[config.mk]
export PLATFORM = sky130hd
export DESIGN_NAME = sts_out_reg
export DESIGN_NICKNAME = d
export VERILOG_FILES = /design/src/rtl/sts_pkg.sv /design/src/rtl/sts_out_reg.sv
export SDC_FILE = /design/constraint.sdc
export NUM_CORES = 1
export LEC_CHECK = 0
export ABC_AREA = 1
export BUFFER_PORTS_ARGS = -buffer_cell sky130_fd_sc_hd__buf_2
export CAP_MARGIN = 15
export CORE_MARGIN = 1
export CORE_UTILIZATION = 35
export DETAILED_ROUTE_END_ITERATION = 7
export PLACE_DENSITY_LB_ADDON = 0.25
export REMOVE_ABC_BUFFERS = 1
export SYNTH_ARGS = -nofsm -noshare
export SYNTH_HDL_FRONTEND = slang
export SYNTH_SLANG_ARGS = --single-unit
[constraint.sdc]
create_clock -name clk -period 0.8 [get_ports clk]
set_input_delay 0.12 -clock clk [delete_from_list [all_inputs] [get_ports clk]]
set_output_delay 0.12 -clock clk [all_outputs]
set_load 0.02 [all_outputs]
[src/rtl/sts_pkg.sv]
// Package with constants, payload types and status codes of the target-sum window search.
package sts_pkg;

  localparam int STS_DEPTH   = 1024;
  localparam int STS_MAX_LEN = 65536;

  localparam int STS_ADDR_W  = $clog2(STS_DEPTH);
  localparam int STS_CNT_W   = $clog2(STS_DEPTH + 1);
  localparam int STS_SEEN_W  = $clog2(STS_MAX_LEN + 2);
  localparam int STS_ELEM_W  = 16;
  localparam int STS_IDX_W   = 17;
  localparam int STS_TGT_W   = 32;
  localparam int STS_TOT_W   = 33;

  localparam logic [1:0] ST_FOUND    = 2'd0;
  localparam logic [1:0] ST_NOTFOUND = 2'd1;
  localparam logic [1:0] ST_OVERFLOW = 2'd2;

  typedef struct packed {
    logic [STS_ELEM_W-1:0] elem_value;
    logic                  last_item;
  } sts_in_t;

  typedef struct packed {
    logic [1:0]           status;
    logic [STS_IDX_W-1:0] start_index;
    logic [STS_IDX_W-1:0] end_index;
  } sts_out_t;

  typedef struct packed {
    logic     valid;
    sts_out_t data;
  } sts_push_t;

endpackage

[src/rtl/sts_out_reg.sv]
// Output register that holds one result until the receiver takes it.
module sts_out_reg (
  input  logic              clk,
  input  logic              rst,
  input  sts_pkg::sts_push_t push,
  output logic              stall,
  output logic              out_valid,
  input  logic              out_ready,
  output sts_pkg::sts_out_t out_data
);
  import sts_pkg::*;

  assign stall = out_valid && !out_ready;

  always_ff @(posedge clk) begin
    if (rst) begin
      out_valid <= 1'b0;
    end else if (push.valid) begin
      out_valid <= 1'b1;
    end else if (out_ready) begin
      out_valid <= 1'b0;
    end
  end

  always_ff @(posedge clk) begin
    if (push.valid) begin
      out_data <= push.data;
    end
  end

endmodule

==> implementation parameters, run 1 <==
Parameter                              Value

Status
  Outcome    finished with violations
  Violated checks    negative setup slack

Worst setup path
  Crit path DAT    0.89 ns
  Largest fanout of any net on the critical path    2
  Cells on worst reg2reg path    3
  Type of element capturing the critical path    output pin
  First element of the critical path    out_valid$_SDFFE_PP0P_
  Capturing point of the worst reg2reg path    out_valid$_SDFFE_PP0P_
  Reg2Reg Launch Point    out_valid$_SDFFE_PP0P_
  Kind of start point of the critical path    flip-flop
  Critical Setup Path Class    flip-flop to output pin
  Critical path capture point    stall
  R2r setup slk    0.12 ns
  Required time at the endpoint of the critical path    0.68 ns

Clock tree
  Master cell of the clock root buffer    sky130_fd_sc_hd__clkbuf_4
  CTS clk-pin slew, worst paths    0.10 ns
  Later-pin clock latency in the skew report    0.32 ns
  Inserted Clock Buffers    5
  Max Buffers Root-to-Sink    2
  Number of sinks driven by the clock tree    37
  TritonCTS clock tree    built
  Max H-tree Level    2

STA
  Worst clock skew    0 ns
  Total count of hold-check failures in the final report    0
  Final cycle utilization of the critical path    1.26
  Max-slew headroom at the worst pin    0.924
  PnR worst setup slack    -0.208 ns
  Unrepaired setup endpoints after global routing    true
  Least-Margin Pin Slew    0.114 ns
  Setup-violating endpoint count in the final report    38
  Highest clock rate    992 MHz
  Final count of pins violating max slew    0
  Min cycle time layout    1.01 ns

Global route
  Maximum number of pins on one net before global-route repair    22
  Vias in the first global route    874
  Gr usage total    0.157
  Number of antenna violations at the first check in global routing    0
  Remaining global-route overflow    0
  Global-route wire length before repair    3700 µm

Floorplan
  Die width    58.8 µm
  Floorplan Core Area    3050 µm²
  Vertical die dimension    58.8 µm
  Number of cell rows    20
  Initial core utilization    0.369
  Die Outline Area    3450 µm²
  Ports placed on the boundary    78

Cells and area
  Number of inserted diodes    0
  Non-filler cells in the finished layout    211
  Number of nets at the end of the flow    206
  Post-Layout Inst Area    2200 µm²
  Share of final-layout standard cells stronger than drive strength 1    0.539
  Area added between synthesis and finish    95.3%

Detailed routing
  Drt wl/cell    12.6 µm
  Routed Antenna Nets    0
  Routed via count divided by cell count    4.01
  # DRC    0
  Iter 0 DRT Violations    9
  Total Routed Length    2650 µm
  DR vias    847
  First-pass iteration count of the detailed router    2

Pwr
  Power Dens Cells    1810 nW/µm²
  Post-route total power    3990 µW
  Peak VDD IR    1.12 mV
  Total leakage power    0.000949 µW

Placement
  Post-placement cell area    1610 µm²
  Final GP Congestion    0.668
  Dpl cells    165
  Count of input and output buffers    77

Synth
  Synthesized instance count    42
  Warnings from Yosys    0
  Portion of the post-synthesis area used by sequential elements    0.977
  Post-synthesis instance area    1130 µm²
  Number of distinct library cell variants in the gate-level netlist after synthesis    5
  Flops & latches, synth    37
  Average cell area after synthesis    26.8 µm²

Min path
  Type of the worst min-delay path    primary input to flip-flop

Run
  Max cap viols    0
==> report_power, final <==
part / leakage (µW) / internal [µW] / switching [µW]
combinational: 0.000558 / 425 / 341
clock: 0.0000300 / 318 / 555
sequential: 0.000361 / 2290 / 58.2
total: 0.000949 / 3040 / 954
==> placed cells by master (no fill, tap or decap), drive strengths merged <==
cell         synthesis  routed
clkinv               0       3
buf                  0      80
a21oi                1       1
nand2                1       1
dlygate4sd3          0      37
inv                  3       3
dfxtp                1       1
clkbuf               0       5
edfxtp              36      36
==> cell families (layout without fill, tap and decap cells) <==
group                  after synthesis  in the layout  synth area share
AOI/OAI and AO/OA                    1              1           0.00777
buffers and inverters                3            128           0.00999
DFF                                 37             37             0.977
and+or+nand+nor                      1              1           0.00555
==> synth_stat cells, drive strengths merged <==
master	count	area, µm²
a21oi	1	8.76
nand2	1	6.26
edfxtp	36	1080
inv	3	11.3
dfxtp	1	20.0
==> worst min path at each step <==
stage | cells past startpoint | from | slack (ns) | end
final | 5 | out_ready | 0.13 | out_valid$_SDFFE_PP0P_
after global routing | 5 | out_ready | 0.14 | out_valid$_SDFFE_PP0P_
after CTS | 4 | out_ready | 0.03 | out_valid$_SDFFE_PP0P_
after detailed placement | 2 | rst | 0.29 | out_valid$_SDFFE_PP0P_
after global placement | 2 | rst | 0.28 | out_valid$_SDFFE_PP0P_
after floorplan | 1 | rst | 0.18 | out_valid$_SDFFE_PP0P_
==> sequential cells by signal (all words and copies together) (netlist names) <==
register   cells
out_data      36
out_valid      1
==> worst max-delay path, stage by stage, from the launching register on <==
cell and delay [ns]:
sky130_fd_sc_hd__dfxtp_2 0.34, sky130_fd_sc_hd__nand2_2 0.07, sky130_fd_sc_hd__inv_2 0.04, sky130_fd_sc_hd__buf_6 0.12
==> through the flow <==
step / hold slack [ns] / TNS (ns) / util / worst slack (ns)
2_1_floorplan: 0.182 / 0 / - / 0.0121
3_3_place_gp: 0.282 / 0 / 0.527 / 0.0670
3_5_place_dp: 0.286 / 0 / 0.527 / 0.0590
4_1_cts: 0.0348 / -7.71 / 0.674 / -0.238
5_1_grt: 0.142 / -8.98 / 0.721 / -0.274
6_report: 0.135 / -6.92 / 0.721 / -0.208
==> timing repair <==
action                                  CTS  global route
gates resized for setup                  11            44
hold buffers                             37             0
hold endpoints to repair                 37             0
endpoints found under the setup margin   38            38
pin swaps                                 1             1
setup buffers                             0             1
==> per-layer routing <==
metal | wire, µm | vias up | track usage | part of all wire
met3 | 164 | 6 | 0.0505 | 0.062
met4 | 37 | 0 | 0.0918 | 0.014
li1 | - | 409 | - | -
met5 | 0 | - | 0 | 0
met2 | 1580 | 45 | 0.286 | 0.60
met1 | 867 | 387 | 0.154 | 0.33
==> final cells by class <==
class	count	area, µm²
clock buffer	5	37.5
clock inverter	3	12.5
fill	219	851
inverter	3	11.3
multi-input combinational	2	15.0
sequential	37	1100
tap	44	55.1
timing repair buffer	117	968
Power figures use the tool's default switching activity.
==> inputs of run 2 (changes only) <==
--- a/config.mk
+++ b/config.mk
@@ -8,8 +8,10 @@
 export ABC_AREA = 1
 export BUFFER_PORTS_ARGS = -buffer_cell sky130_fd_sc_hd__buf_2
 export CAP_MARGIN = 15
+export CORE_ASPECT_RATIO = 1.4
 export CORE_MARGIN = 1
 export CORE_UTILIZATION = 35
+export CTS_BUF_LIST = sky130_fd_sc_hd__clkbuf_2
 export DETAILED_ROUTE_END_ITERATION = 7
 export PLACE_DENSITY_LB_ADDON = 0.25
 export REMOVE_ABC_BUFFERS = 1
==> implementation parameters, run 2 (synthesized netlist as in run 1, its figures left out) <==
Parameter                              Value

Status
  Outcome    finished with violations
  Violated checks    negative setup slack

Worst setup path
  Capturing point of the worst reg2reg path    out_valid$_SDFFE_PP0P_
  Crit. path cell count    3 (unchanged)
  Critical path capture point    stall
  Critical Setup Path Class    flip-flop to output pin
  Cells along the critical path    nand2_2 > inv_2 > buf_6
  Cell with the largest stage delay on the worst path    sky130_fd_sc_hd__dfxtp_2
  Critical path's top delay family    flip-flops
  Cells on worst reg2reg path    3 (unchanged)
  Crit path DAT    0.94 ns (+0.05 ns)
  First element of the critical path    out_valid$_SDFFE_PP0P_
  Type of element capturing the critical path    output pin
  Kind of start point of the critical path    flip-flop
  R2r setup slk    0.10 ns (-0.02 ns)
  Required time at the endpoint of the critical path    0.68 ns (about the same)
  Largest fanout of any net on the critical path    2 (unchanged)
  Reg2Reg Launch Point    out_valid$_SDFFE_PP0P_
  Largest stage delay, worst path    0.36 ns (+0.02 ns)
  Worst path bufs/invs    2 (unchanged)

Pwr
  Clk pwr share    0.194 (-0.025)
  Net switching power of the design    933 µW (-2.3%)
  Net Sw Frac    0.243 (+0.00418)
  Post-route total power    3830 µW (-3.9%)
  Internal Dissipation    2900 µW (-4.5%)
  Share of power burned in registers    0.612 (+0.023)
  Total leakage power    0.000942 µW (-0.70%)
  Power share of the combinational group    0.194 (+0.002)
  Power Dens Cells    1780 nW/µm² (-1.9%)
  Peak VDD IR    1.35 mV (+21%)

Global route
  Remaining global-route overflow    0 (unchanged)
  Maximum number of pins on one net before global-route repair    17 (-23%)
  Vias in the first global route    856 (-2.1%)
  Global-route wire length before repair    3670 µm (-0.76%)
  Gr usage total    0.151 (-0.00597)
  Number of antenna violations at the first check in global routing    0 (unchanged)

Floorplan
  Vertical die dimension    69.2 µm (+18%)
  Initial core utilization    0.364 (-0.00478)
  Floorplan Core Area    3090 µm² (+1.3%)
  Ports placed on the boundary    78 (unchanged)
  Die Outline Area    3460 µm² (about the same)
  Number of cell rows    24 (+20%)
  Die width    50.0 µm (-15%)

Detailed routing
  Iter 0 DRT Violations    26 (+17)
  Routed Antenna Nets    0 (unchanged)
  Routed via count divided by cell count    4.14 (+3.0%)
  Drt wl/cell    12.1 µm (-3.3%)
  Total Routed Length    2510 µm (-5.1%)
  DR vias    856 (+1.1%)
  First-pass iteration count of the detailed router    2 (unchanged)
  # DRC    0 (unchanged)

Cells and area
  Top library cells by usage in the layout, fill and taps aside    56 x sky130_fd_sc_hd__buf_2, 37 x sky130_fd_sc_hd__dlygate4sd3_1, 36 x sky130_fd_sc_hd__edfxtp_1
  Flip-flop count of the largest register, all copies and words added    36 (unchanged)
  Largest registers    out_data (36), out_valid (1)
  Area added between synthesis and finish    91.3%
  Register name with the most flops    out_data
  Post-Layout Inst Area    2160 µm² (-2.0%)
  Share of final-layout standard cells stronger than drive strength 1    0.548 (+0.00870)
  Commonest non-fill, non-tap cell in the layout    sky130_fd_sc_hd__buf_2
  Final design utilization    0.697 (-0.0239)
  Filler Cell Count    226 (+3.2%)
  Sequential cell area    1100 µm² (unchanged)
  Number of nets at the end of the flow    208 (+0.97%)
  Number of inserted diodes    0 (unchanged)
  Area occupied by multi-input gates    15.0 µm² (unchanged)

Min path
  Type of the worst min-delay path    primary input to flip-flop

STA
  Worst clock skew    0 ns (unchanged)
  Final cycle utilization of the critical path    1.33 (+0.0697)
  Highest clock rate    940 MHz (-5.2%)
  Setup-violating endpoint count in the final report    38 (unchanged)
  Unrepaired setup endpoints after global routing    true
  Min cycle time layout    1.06 ns (+0.0557 ns)
  Final count of pins violating max slew    0 (unchanged)
  Total count of hold-check failures in the final report    0 (unchanged)
  Max-slew headroom at the worst pin    0.889 (-0.0352)
  PnR worst setup slack    -0.264 ns (-0.0557 ns)
  Least-Margin Pin Slew    0.167 ns (+0.0528 ns)

Clock tree
  Later-pin clock latency in the skew report    0.36 ns (+0.04 ns)
  Number of sinks driven by the clock tree    37 (unchanged)
  TritonCTS clock tree    built
  Max H-tree Level    2 (unchanged)
  CTS clk-pin slew, worst paths    0.16 ns (+0.06 ns)
  Inserted Clock Buffers    5 (unchanged)
  Master cell of the clock root buffer    sky130_fd_sc_hd__clkbuf_2
  Max Buffers Root-to-Sink    2 (unchanged)

Placement
  Post-placement cell area    1620 µm² (+0.54%)
  HPWL after detailed placement    1630 µm
  Final GP Congestion    0.637 (-4.7%)
  Count of input and output buffers    77 (unchanged)

Run
  Max cap viols    0 (unchanged)
[run 2: changes by cell type in the layout (fill, tap and decap cells not counted), sizes merged]
| cell | previous run | this run |
|---|---|---|
| clkinv | 3 | 1 |
| clkbuf | 5 | 6 |
| buf | 80 | 82 |
[run 2: repair_timing]
item,in CTS,in global routing
setup endpoints to repair,38,38
endpoints found under the hold margin,37,0
hold buffers,37,0
setup buffers,0,1
pin swaps,1,1
resized for setup,20,23
[run 2: cell type report]
class / instances / share of cell area
Sequential cell: 37 / 0.511
Timing Repair Buffer: 119 / 0.439
Tap cell: 39 / 0.0226
Clock buffer: 6 / 0.0139
Multi-Input combinational cell: 2 / 0.00696
Inverter: 3 / 0.00522
Clock inverter: 1 / 0.00174
[run 2: per-stage QoR]
| stage | TNS (ns) | hold WS, ns | std cells | worst slack (ns) |
|---|---|---|---|---|
| global route | -11.50 | 0.0615 | 207 | -0.331 |
| CTS | -9.88 | -0.0180 | 206 | -0.288 |
| detailed placement | 0 | 0.287 | 162 | 0.0474 |
| finish | -8.80 | 0.0878 | 207 | -0.264 |
| floorplan | 0 | 0.182 | 42 | 0.0121 |
| global placement | 0 | 0.280 | 162 | 0.0493 |
[run 2: worst reg2reg max path, stage by stage, from the launching register on]
cell                      delay, ns
sky130_fd_sc_hd__dfxtp_2       0.36
sky130_fd_sc_hd__nand2_2       0.06
sky130_fd_sc_hd__buf_4         0.13
sky130_fd_sc_hd__a21oi_2       0.09
[run 2: power groups by stage]
stage | Combinational [µW] | Clock (µW) | Sequential (µW)
after floorplan | 11.2 | 0 | 2580
after global placement | 500 | 0 | 2370
after detailed placement | 508 | 0 | 2370
after CTS | 690 | 780 | 2330
after global routing | 782 | 846 | 2360
final | 745 | 742 | 2350
[run 2: how the worst min path moves through the flow]
stage                                  end  cells past startpoint  slack [ns]  startpoint
global route        out_valid$_SDFFE_PP0P_                      5        0.06   out_ready
floorplan           out_valid$_SDFFE_PP0P_                      1        0.18         rst
finish              out_valid$_SDFFE_PP0P_                      5        0.09   out_ready
detailed placement  out_valid$_SDFFE_PP0P_                      2        0.29         rst
CTS                 out_valid$_SDFFE_PP0P_                      4       -0.02   out_ready
global placement    out_valid$_SDFFE_PP0P_                      2        0.28         rst
[run 2: layer usage]
| metal | GRT usage | share of wire | wire [µm] | vias up |
|---|---|---|---|---|
| li1 | - | - | - | 413 |
| met1 | 0.141 | 0.35 | 868 | 395 |
| met2 | 0.264 | 0.56 | 1410 | 41 |
| met3 | 0.0530 | 0.059 | 148 | 7 |
| met4 | 0.102 | 0.036 | 90 | 0 |
| met5 | 0 | 0 | 0 | - |
